**config.mk**
```make
export PLATFORM = sky130hd
export DESIGN_NAME = bfra_cell
export DESIGN_NICKNAME = d
export VERILOG_FILES = /design/src/rtl/bfra_pkg.sv /design/src/rtl/bfra_cell.sv
export SDC_FILE = /design/constraint.sdc
export NUM_CORES = 1
export LEC_CHECK = 0
export BUFFER_PORTS_ARGS = -buffer_cell sky130_fd_sc_hd__clkbuf_2
export CAP_MARGIN = 5
export CORE_MARGIN = 4
export CORE_UTILIZATION = 25
export CTS_BUF_LIST = sky130_fd_sc_hd__clkbuf_8
export DETAILED_ROUTE_END_ITERATION = 8
export HOLD_SLACK_MARGIN = 0.06
export SLEW_MARGIN = 30
export SYNTH_ARGS = -nofsm -noshare
export SYNTH_HDL_FRONTEND = slang
export SYNTH_SLANG_ARGS = --single-unit
```
**constraint.sdc**
```tcl
create_clock -name clk_i -period 3.3 [get_ports clk_i]
set_input_delay 0.66 -clock clk_i [delete_from_list [all_inputs] [get_ports clk_i]]
set_output_delay 0.66 -clock clk_i [all_outputs]
set_load 0.02 [all_outputs]
```
**src/rtl/bfra_pkg.sv**
```systemverilog
`timescale 1ns / 1ps
package bfra_pkg;

  localparam int unsigned AddrW = 20;
  localparam int unsigned LenW  = 21;
  localparam int unsigned RegionLimit = 1048576;

  typedef enum logic [1:0] {
    ST_OK          = 2'd0,
    ST_NO_SPACE    = 2'd1,
    ST_BAD_SIZE    = 2'd2,
    ST_BAD_POINTER = 2'd3
  } status_e;

  typedef enum logic {
    CMD_ALLOC = 1'b0,
    CMD_FREE  = 1'b1
  } command_e;

  localparam logic [0:0] REG_REGION_SIZE = 1'b0;

  typedef struct packed {
    logic [AddrW-1:0] start;
    logic [LenW-1:0]  length;
  } entry_t;

  // control broadcast to every cell
  typedef struct packed {
    logic insert;
    logic remove;
  } cell_ctrl_t;

endpackage

```
**src/rtl/bfra_cell.sv**
```systemverilog
`timescale 1ns / 1ps
// One table slot. Insert/remove are broadcast to every cell; take_new/shift are
// per-cell decisions made by the sequencer. On insert the cell takes either the
// new entry or its left neighbor, on remove it takes its right neighbor.
module bfra_cell (
  input  logic                 clk_i,
  input  bfra_pkg::cell_ctrl_t ctrl_i,
  input  logic                 take_new_i,
  input  logic                 shift_i,
  input  bfra_pkg::entry_t     new_i,
  input  bfra_pkg::entry_t     left_i,
  input  bfra_pkg::entry_t     right_i,
  output bfra_pkg::entry_t     entry_o
);
  bfra_pkg::entry_t entry_q, entry_d;

  always_comb begin
    entry_d = entry_q;
    if (ctrl_i.insert && take_new_i) begin
      entry_d = new_i;
    end else if (ctrl_i.insert && shift_i) begin
      entry_d = left_i;
    end else if (ctrl_i.remove && shift_i) begin
      entry_d = right_i;
    end
  end

  always_ff @(posedge clk_i) begin
    entry_q <= entry_d;
  end

  assign entry_o = entry_q;
endmodule

```
=== Word level (Yosys, flattened, before mapping) ===
Index checks and enable logic that the tools add are counted.

* Word-level logic and storage cells: 9
* Bits in registers: 41
* Output and inout port bits: 41

* Reduce and logical (&&, ||, !) cells: 4
* Muxes and demuxes: 3

{| class="wikitable"
|+ Operators with widths
! operator !! count
|-
| $mux 41 || 3
|-
| $logic_and 1x1->1 || 3
|-
| $reduce_bool 3->1 || 1
|}

=== Logic depth before layout (Yosys ltp) ===
Gate-level depths: netlist of the first run.

* Word-level depth: 4
* Depth in mapped cells: 5
* Depth with buffers taken out: 3

=== Least setup slack after synthesis of the first run ===
OpenSTA, ideal clock, no wires.

* Path kind: input to register
* Start point: input shift_i
* End point: register entry_q, in the netlist entry_o[0] (enable)
* Stages on the path: 4
* Required time: 2.861 ns
* Setup slack: -0.035 ns
* Arrival time: 2.896 ns
* Setup time: 0.439 ns
* Cells stage by stage: buf_4 > clkbuf_1 > a21oi_1 > nor2_1

* Longest elaborated chain between the ends: 2
* Elaborated cells on any way between the ends: 3
* Those cells by class: reduce/logical: 3

{| class="wikitable"
|+ Ends and longest elaborated chain
! element !! line !! RTL
|-
| start: declaration || bfra_cell.sv:9 || <nowiki>input logic shift_i,</nowiki>
|-
| $logic_and 1x1->1 (on tied branches) || bfra_cell.sv:21, bfra_cell.sv:23 ||
|-
| $reduce_bool 3->1 (no line) * || -- ||
|-
| end signal: assignment || bfra_cell.sv:29 || <nowiki>entry_q <= entry_d;</nowiki>
|-
| end: declaration || bfra_cell.sv:15 || <nowiki>bfra_pkg::entry_t entry_q, entry_d;</nowiki>
|}

Every way passes the cells marked *; elsewhere a longest branch is shown, timed or not.
A chain may end at the register's enable or synchronous reset.

==> metrics.md, run 1 <==
| Metric | Value |
|---|---|
| DRC violation total after the first TritonRoute iteration | `82` |
| Synth top area share | `0.544` |
| Delay-heaviest family, CP | `simple AND/OR/NAND/NOR gates` |
| Chip Height | `103 um` |
| DR WL/cell | `14.8 um` |
| Bufs and invs on worst path | `1` |
| Dpl cells | `492` |
| GPL Wtd Cong | `0.761` |
| Register bit count reported by yosys | `41` |
| Synth Flop Type | `edfxtp_1` |
| Yosys warnings | `0` |
| Initial antenna violation count | `0` |
| Synth top area cells | `edfxtp_1, nor3_1, o22ai_1` |
| Initial Util | `0.258` |
| Final Worst Setup Slack | `1.33 ns` |
| Setup violations, final | `0` |
| Cell with the most instances after synthesis | `nor3_1` |
| Synth Cell Area | `2260 um2` |
| Cells along the critical path | `clkbuf_2 -> nand2_2 -> nor3_1 -> nor3_1` |
| DRC violations left | `0` |
| CTS buffer count | `5` |
| Max_slew headroom | `0.450` |
| Max clock buf depth | `2` |
| Die Width | `103 um` |
| Total of max-cap violations | `0` |
| Sink Count | `41` |
| Setup TNS Final | `0 ns` |
| H-tree depth | `2` |
| Most area-hungry cell type in the Yosys netlist | `edfxtp_1` |
| DIE AREA | `10600 um2` |
| Commonest cells in the netlist | `nor3_1, edfxtp_1, o22ai_1, buf_2` |
| Vias in the first global route | `2488` |
| Post-synthesis cell type count | `10` |
| Syn Area/Cell | `9.56 um2` |
| Number of I/O port buffers | `168` |
| EDFF count, synth | `41` |
| Final Cycle Share | `0.596` |
| Total number of vias | `2476` |
| ANT nets after route | `0` |
| Syn-to-layout area delta | `42.8%` |
| GR Util All Layers | `0.131` |
| Final nets | `519` |
| Worst Setup Start Kind | `primary input` |
| Post-DP HPWL | `5630 um` |
| PD cells | `418 nW/um2` |
| Final core occ | `0.369` |
| First-pass GRT wire length | `11100 um` |
| Post-synthesis sequential area ratio | `0.544` |
| FP Rows | `34` |
| Most common cell on crit path | `nor3_1` |
| CTS hold repair buffers | `0` |
| Final std cells w/o fill | `499` |
| Max FFs per register | `41` |
| Critical Path Source | `shift_i` |
| Status | `finished clean` |
| Final hold violation count | `0` |
| TritonRoute pass-1 iters | `4` |
| Synth Instances | `237` |
| RSZ-0062 raised after global routing | `no` |
| Core ar. | `8760 um2` |
| Slowest stage cell, crit path | `nand2_2` |
| Critical path depth | `4` |
| Min cycle time layout | `1.97 ns` |
| Largest net degree at the start of global routing | `47` |
| Fmax | `508 MHz` |
| Clk slew on worst S/H paths | `0.07 ns` |
| CP max FO | `41` |
| CP arrival | `2.00 ns` |
| Layout cells sized above 1 | `0.465` |
| Vias per cell | `4.96` |
| Crit path capture | `entry_o[21]` |
| Hold Crit Class | `primary input to flop` |
| VDD IR max | `0.109 mV` |
| P_leak | `1.37 nW` |
| DP Worst Slack | `1.01 ns` |
| Max Transition Viols Final | `0` |
| Layout fillers | `927` |
| CTS tree | `built` |
| CTS Root Buffer Type | `clkbuf_8` |
| Final Power | `1.35 mW` |
| Slew of the pin with the lowest slew margin | `0.822 ns` |
| CP Capture Type | `flop` |
| Syn nets | `365` |
| Asr flop ratio synth | `0` |
| Diodes inserted | `0` |
| # Post-CTS Setup Buffers | `0` |
| Req. time, crit path | `3.33 ns` |
| Routed wire length | `7380 um` |
| CP peak stage delay | `0.55 ns` |
| Gr ovfl total | `0` |
| Setup Crit Path Kind | `primary input to flop` |
| Top Ports | `169` |
| Post-CTS resize count | `0` |
cells in the final DEF, fill, tap and decap left out:
master / n
nor3_1: 123
nor2_1: 1
inv_1: 1
buf_4: 6
a21oi_1: 1
nor2_4: 1
edfxtp_1: 41
clkbuf_2: 168
nand2_2: 2
clkinv_1: 1
clkbuf_8: 5
o22ai_1: 41
where the power goes:
| group | total (mW) | internal (mW) | switching [mW] | leakage, nW |
|---|---|---|---|---|
| clock | 0.300 | 0.140 | 0.160 | 0.0428 |
| combinational | 0.377 | 0.143 | 0.234 | 0.930 |
| sequential | 0.674 | 0.655 | 0.0185 | 0.401 |
| total | 1.35 | 0.938 | 0.412 | 1.37 |
layout make-up:
class                           count  area [um2]  area share
Clock buffer                        5        68.8      0.0213
Clock inverter                      2        7.51     0.00232
Multi-Input combinational cell    169         905       0.280
Sequential cell                    41        1230       0.381
Tap cell                          108         135      0.0418
Timing Repair Buffer              174         886       0.274
metal layers:
metal | GRT usage | part of all wire | wire (um) | up-vias
li1 | - | - | - | 1244
met1 | 0.150 | 0.39 | 2910 | 1099
met2 | 0.233 | 0.48 | 3560 | 126
met3 | 0.0389 | 0.11 | 809 | 7
met4 | 0.0408 | 0.013 | 99 | 0
met5 | 0 | 0 | 0 | -
worst min-delay path by stage:
stage               startpoint          end  slack (ns)  cells after the start
detailed placement   new_i[24]  entry_o[24]        1.05                      3
finish                new_i[2]   entry_o[2]        0.77                      3
floorplan            new_i[39]  entry_o[39]        0.94                      2
global route          new_i[1]   entry_o[1]        0.77                      3
CTS                  new_i[24]  entry_o[24]        0.75                      3
global placement     new_i[23]  entry_o[23]        1.05                      3
stage by stage:
stage	cell area [um2]	hold WS, ns
3_3_place_gp	3160	1.05
4_1_cts	3230	0.745
3_5_place_dp	3160	1.05
6_report	3230	0.765
2_1_floorplan	2270	0.938
5_1_grt	3230	0.769
logic make-up after synthesis:
group / count (synthesis) / synth area share
flip-flops: 41 / 0.544
AND/OR/NAND/NOR: 127 / 0.281
buffers and inverters: 27 / 0.0602
AO/OA/AOI/OAI: 42 / 0.115
(Power assumes the default switching activity.)
==> run 2, diff against run 1 <==
- clock period: 3.3 -> 1.7 ns (I/O delays scaled with it)
==> run 2 against run 1 <==
Sequential cell count unchanged. Final area rose by 2.7%. Sequential power rose by 94%. Clock power increased by 96%. Final cell count rose by 1.2%. Core utilization increased by 0.99 points. Count of clock-buffer cells in the layout unchanged. Combinational power grew 100%. Wire length increased by 6.1%. Highest routed layer unchanged.
==> metrics.md, run 2 (synthesis gave the netlist of run 1 again) <==
| Metric | Value |
|---|---|
| Status | `finished clean (unchanged)` |
| Hold Crit Class | `primary input to flop (unchanged)` |
| Chip Height | `103 um (unchanged)` |
| Switching power total | `0.818 mW (was 0.412 mW)` |
| Delay-heaviest family, CP | `flip-flops (was simple AND/OR/NAND/NOR gates)` |
| Multi-input gate area | `908 um2 (was 905 um2)` |
| DRC violation total after the first TritonRoute iteration | `134 (was 82)` |
| DRC violations left | `0 (unchanged)` |
| Clk network pwr share | `0.221 (was 0.222)` |
| CTS Root Buffer Type | `clkbuf_8 (unchanged)` |
| Initial Util | `0.258 (unchanged)` |
| TritonRoute pass-1 iters | `4 (unchanged)` |
| Number of I/O port buffers | `168 (unchanged)` |
| Worst hold slack | `0.434 ns (was 0.765 ns)` |
| Clk slew on worst S/H paths | `0.08 ns (was 0.07 ns)` |
| Final Power | `2.66 mW (was 1.35 mW)` |
| PD cells | `802 nW/um2 (was 418 nW/um2)` |
| Final hold violation count | `0 (unchanged)` |
| CTS buffer count | `5 (unchanged)` |
| Commonest non-fill, non-tap cell in the layout | `clkbuf_2 (unchanged)` |
| Vias per cell | `5.07 (was 4.96)` |
| # Post-CTS Setup Buffers | `0 (unchanged)` |
| Cells along the critical path | `clkbuf_2 (was clkbuf_2 -> nand2_2 -> nor3_1 -> nor3_1)` |
| Layout fillers | `933 (was 927)` |
| Largest net degree at the start of global routing | `49 (was 47)` |
| DR WL/cell | `15.5 um (was 14.8 um)` |
| Vias in the first global route | `2510 (was 2488)` |
| CP arrival | `0.84 ns (was 2.00 ns)` |
| VDD IR max | `0.305 mV (was 0.109 mV)` |
| Top Ports | `169 (unchanged)` |
| Final std cells w/o fill | `505 (was 499)` |
| Slew of the pin with the lowest slew margin | `0.320 ns (was 0.822 ns)` |
| CP Capture Type | `output pin (was flop)` |
| Total of max-cap violations | `0 (unchanged)` |
| Post-DP HPWL | `6000 um (was 5630 um)` |
| CTS hold repair buffers | `0 (unchanged)` |
| Req. time, crit path | `1.36 ns (was 3.33 ns)` |
| Layout cells sized above 1 | `0.476 (was 0.465)` |
| Min cycle time layout | `1.18 ns` |
| CP max FO | `1 (was 41)` |
| Syn-to-layout area delta | `46.6% (was 42.8%)` |
| First-pass GRT wire length | `11900 um (was 11100 um)` |
| Fmax | `844 MHz` |
| Setup Crit Path Kind | `flop to output pin (was primary input to flop)` |
| Pint | `1.84 mW (was 0.938 mW)` |
| Slowest stage cell, crit path | `edfxtp_1 (was nand2_2)` |
| ANT nets after route | `0 (unchanged)` |
| Setup violations, final | `0 (unchanged)` |
| Max Transition Viols Final | `0 (unchanged)` |
| Combinational share of power | `0.287 (was 0.279)` |
| Max_slew headroom | `0.787 (was 0.450)` |
| Initial antenna violation count | `0 (unchanged)` |
| Diodes inserted | `0 (unchanged)` |
| CTS tree | `built (unchanged)` |
| GR Util All Layers | `0.143 (was 0.131)` |
| Total number of vias | `2560 (was 2476)` |
| Final Cycle Share | `0.697` |
| RSZ-0062 raised after global routing | `no (unchanged)` |
| Final core occ | `0.379 (was 0.369)` |
| Bufs and invs on worst path | `1 (unchanged)` |
| Core ar. | `8760 um2 (unchanged)` |
| P_leak | `1.41 nW (was 1.37 nW)` |
| CP peak stage delay | `0.39 ns (was 0.55 ns)` |
| Max clock buf depth | `2 (unchanged)` |
| DIE AREA | `10600 um2 (unchanged)` |
| Worst Setup Start Kind | `flop (was primary input)` |
| Sink Count | `41 (unchanged)` |
| Setup TNS Final | `0 ns (unchanged)` |
| Reg area | `1230 um2 (unchanged)` |
| Post-CTS resize count | `0 (unchanged)` |
| Net Sw Frac | `0.307 (was 0.305)` |
| H-tree depth | `2 (unchanged)` |
| Dpl cells | `498 (was 492)` |
| GPL Wtd Cong | `0.778 (was 0.761)` |
| Most frequent cells in the layout | `clkbuf_2, nor3_1, o22ai_1, edfxtp_1, buf_4 (unchanged)` |
| Max FFs per register | `41 (unchanged)` |
| FP Rows | `34 (unchanged)` |
| Flop pwr share | `0.492 (was 0.499)` |
| Routed wire length | `7830 um (was 7380 um)` |
| Final nets | `525 (was 519)` |
| Die Width | `103 um (unchanged)` |
| Gr ovfl total | `0 (unchanged)` |
-- run 2: changes by cell type in the layout (fill, tap and decap cells not counted) --
cell	delta
buf_12	+3
buf_4	+3
a21oi_1	-1
a21oi_2	+1
buf_2	+1
clkbuf_2	-1
-- run 2: final timing paths --
path | from | to | depth (start not counted)
min | new_i[32] | entry_o[32] | 3
max | entry_o[6] | entry_o[6] | 1
-- run 2: layout make-up --
type / instances / area share
multi-input combinational: 169 / 0.274
timing repair buffer: 180 / 0.292
tap: 108 / 0.0407
clock inverter: 2 / 0.00226
clock buffer: 5 / 0.0207
sequential: 41 / 0.371
-- run 2: metal layers --
metal | vias to the layer above | global-route usage | part of all wire
met4 | 0 | 0.0518 | 0.015
met5 | - | 0 | 0
li1 | 1256 | - | -
met1 | 1184 | 0.168 | 0.39
met2 | 109 | 0.252 | 0.52
met3 | 11 | 0.0369 | 0.081
-- run 2: metrics by stage --
| stage | cell area [um2] | setup WS (ns) |
|---|---|---|
| 2_1_floorplan | 2300 | 0.000370 |
| 3_3_place_gp | 3240 | 0.345 |
| 3_5_place_dp | 3240 | 0.312 |
| 4_1_cts | 3320 | 0.495 |
| 5_1_grt | 3320 | 0.465 |
| 6_report | 3320 | 0.516 |
-- run 2: power groups by stage --
stage | logic, mW | registers (mW) | clock network [mW]
2_1_floorplan | 0.245 | 1.50 | 0
6_report | 0.764 | 1.31 | 0.589
4_1_cts | 0.775 | 1.31 | 0.620
3_5_place_dp | 0.775 | 1.33 | 0
3_3_place_gp | 0.766 | 1.33 | 0
5_1_grt | 0.834 | 1.32 | 0.667
==> run 3, diff against run 2 <==
- clock period: 1.7 -> 1.15 ns (I/O delays scaled with it)
==> run 3 against run 2 <==
Sequential power is 47% higher. Global-route usage is 0.51 points lower. Die area stayed put. Count of clock-buffer cells in the layout stayed put. Wire length is 0.23% higher. Sequential share of layout area is 1.6 points lower. Non-clock buffer count is 12 higher. Clock power is 87% higher. Largest cell class unchanged. Highest routed layer unchanged.
==> metrics.md, run 3 (synthesis gave the netlist of run 1 again) <==
| Metric | Value |
|---|---|
| CP Capture Type | `output pin (unchanged)` |
| CP peak stage delay | `0.39 ns (about the same)` |
| Min cycle time layout | `1.08 ns` |
| Largest net degree at the start of global routing | `37 (was 49)` |
| CTS hold repair buffers | `0 (unchanged)` |
| First-pass GRT wire length | `11400 um (was 11900 um)` |
| GPL Wtd Cong | `0.731 (was 0.778)` |
| DRC violation total after the first TritonRoute iteration | `115 (was 134)` |
| H-tree depth | `2 (unchanged)` |
| Post-DP HPWL | `6200 um (was 6000 um)` |
| Final core occ | `0.396 (was 0.379)` |
| Final Power | `4.22 mW (was 2.66 mW)` |
| Max_slew headroom | `0.837 (was 0.787)` |
| Cells along the critical path | `buf_2 (was clkbuf_2)` |
| Fin area | `3470 um2 (was 3320 um2)` |
| Sink Count | `41 (unchanged)` |
| CTS tree | `built (unchanged)` |
| Slew of the pin with the lowest slew margin | `0.244 ns (was 0.320 ns)` |
| DIE AREA | `10600 um2 (unchanged)` |
| Chip Height | `103 um (unchanged)` |
| Most frequent cells in the layout | `clkbuf_2, nor3_1, o22ai_1, edfxtp_1, buf_4 (unchanged)` |
| Worst hold slack | `0.322 ns (was 0.434 ns)` |
| WHS Path Cells | `3 (unchanged)` |
| Layout fillers | `895 (was 933)` |
| FP Rows | `34 (unchanged)` |
| Max clock buf depth | `2 (unchanged)` |
| Setup Crit Path Kind | `flop to output pin (unchanged)` |
| P_leak | `1.50 nW (was 1.41 nW)` |
| Commonest non-fill, non-tap cell in the layout | `clkbuf_2 (unchanged)` |
| Delay-heaviest family, CP | `flip-flops (unchanged)` |
| Final Worst Setup Slack | `0.0701 ns (was 0.516 ns)` |
| Final hold violation count | `0 (unchanged)` |
| DRC violations left | `0 (unchanged)` |
| ANT nets after route | `0 (unchanged)` |
| Hold Crit Class | `primary input to flop (unchanged)` |
| TritonRoute pass-1 iters | `5 (was 4)` |
| VDD IR max | `0.489 mV (was 0.305 mV)` |
| DR WL/cell | `15.1 um (was 15.5 um)` |
| Final Cycle Share | `0.939` |
| Routed wire length | `7850 um (was 7830 um)` |
| GR Util All Layers | `0.138 (was 0.143)` |
| Max Transition Viols Final | `0 (unchanged)` |
| Dpl cell area | `3370 um2 (was 3240 um2)` |
| # Post-CTS Setup Buffers | `0 (unchanged)` |
| CTS Root Buffer Type | `clkbuf_8 (unchanged)` |
| Vias per cell | `4.99 (was 5.07)` |
| Worst Setup Start Kind | `flop (unchanged)` |
| Diodes inserted | `0 (unchanged)` |
| Setup violations, final | `0 (unchanged)` |
| Vias in the first global route | `2367 (was 2510)` |
| RSZ-0062 raised after global routing | `no (unchanged)` |
| Critical path depth | `1 (unchanged)` |
| Core ar. | `8760 um2 (unchanged)` |
| Total of max-cap violations | `0 (unchanged)` |
| Total number of vias | `2583 (was 2560)` |
| Initial antenna violation count | `0 (unchanged)` |
| Initial Util | `0.258 (unchanged)` |
| DP Worst Slack | `-0.109 ns (was 0.312 ns)` |
| Top Ports | `169 (unchanged)` |
| CTS buffer count | `5 (unchanged)` |
| CP arrival | `0.85 ns (was 0.84 ns)` |
| Layout cells sized above 1 | `0.493 (was 0.476)` |
| Slowest stage cell, crit path | `edfxtp_1 (unchanged)` |
| Number of I/O port buffers | `168 (unchanged)` |
| Gr ovfl total | `0 (unchanged)` |
| PD cells | `1210 nW/um2 (was 802 nW/um2)` |
| CP max FO | `1 (unchanged)` |
| Status | `finished clean (unchanged)` |
| Fmax | `926 MHz` |
| Max FFs per register | `41 (unchanged)` |
| Bufs and invs on worst path | `1 (unchanged)` |
| Final nets | `537 (was 525)` |
| Post-CTS resize count | `0 (unchanged)` |
| Req. time, crit path | `0.92 ns (was 1.36 ns)` |
| Clk slew on worst S/H paths | `0.08 ns (about the same)` |
| Syn-to-layout area delta | `53.3% (was 46.6%)` |
| Die Width | `103 um (unchanged)` |
-- run 3: cell types whose count changed in the layout (fill, tap and decap cells not counted) --
| cell | previous run | this run |
|---|---|---|
| buf_12 | 3 | 5 |
| buf_4 | 9 | 19 |
| a21oi_4 | 0 | 1 |
| bufinv_16 | 0 | 1 |
| a21oi_2 | 1 | 0 |
-- run 3: metal layers --
layer | up-vias | routed length [um] | track usage
li1 | 1282 | - | -
met1 | 1178 | 3240 | 0.171
met2 | 115 | 3790 | 0.234
met3 | 8 | 708 | 0.0369
met4 | 0 | 110 | 0.0438
met5 | - | 0 | 0
-- run 3: where the power goes --
group	switching [mW]	leakage, nW	internal, mW
Sequential	0.0520	0.401	1.88
Clock	0.465	0.0570	0.632
Combinational	0.705	1.04	0.482
-- run 3: metrics by stage --
stage | setup TNS, ns | cells
after floorplan | -16.92 | 237
after global placement | -5.50 | 510
after detailed placement | -6.75 | 510
after CTS | 0 | 518
after global routing | 0 | 518
final | 0 | 518
-- run 3: cell type report --
type                            instances  area, um2  share of cell area
Sequential cell                        41       1230               0.355
Timing Repair Buffer                  192       1080               0.312
Multi-Input combinational cell        169        916               0.264
Clock inverter                          3       37.5              0.0108
Clock buffer                            5       68.8              0.0198
Tap cell                              108        135              0.0389
-- run 3: path summary, 6_finish.rpt --
path       start     endpoint  slack (ns)
min    new_i[10]  entry_o[10]        0.32
max   entry_o[7]   entry_o[7]        0.07
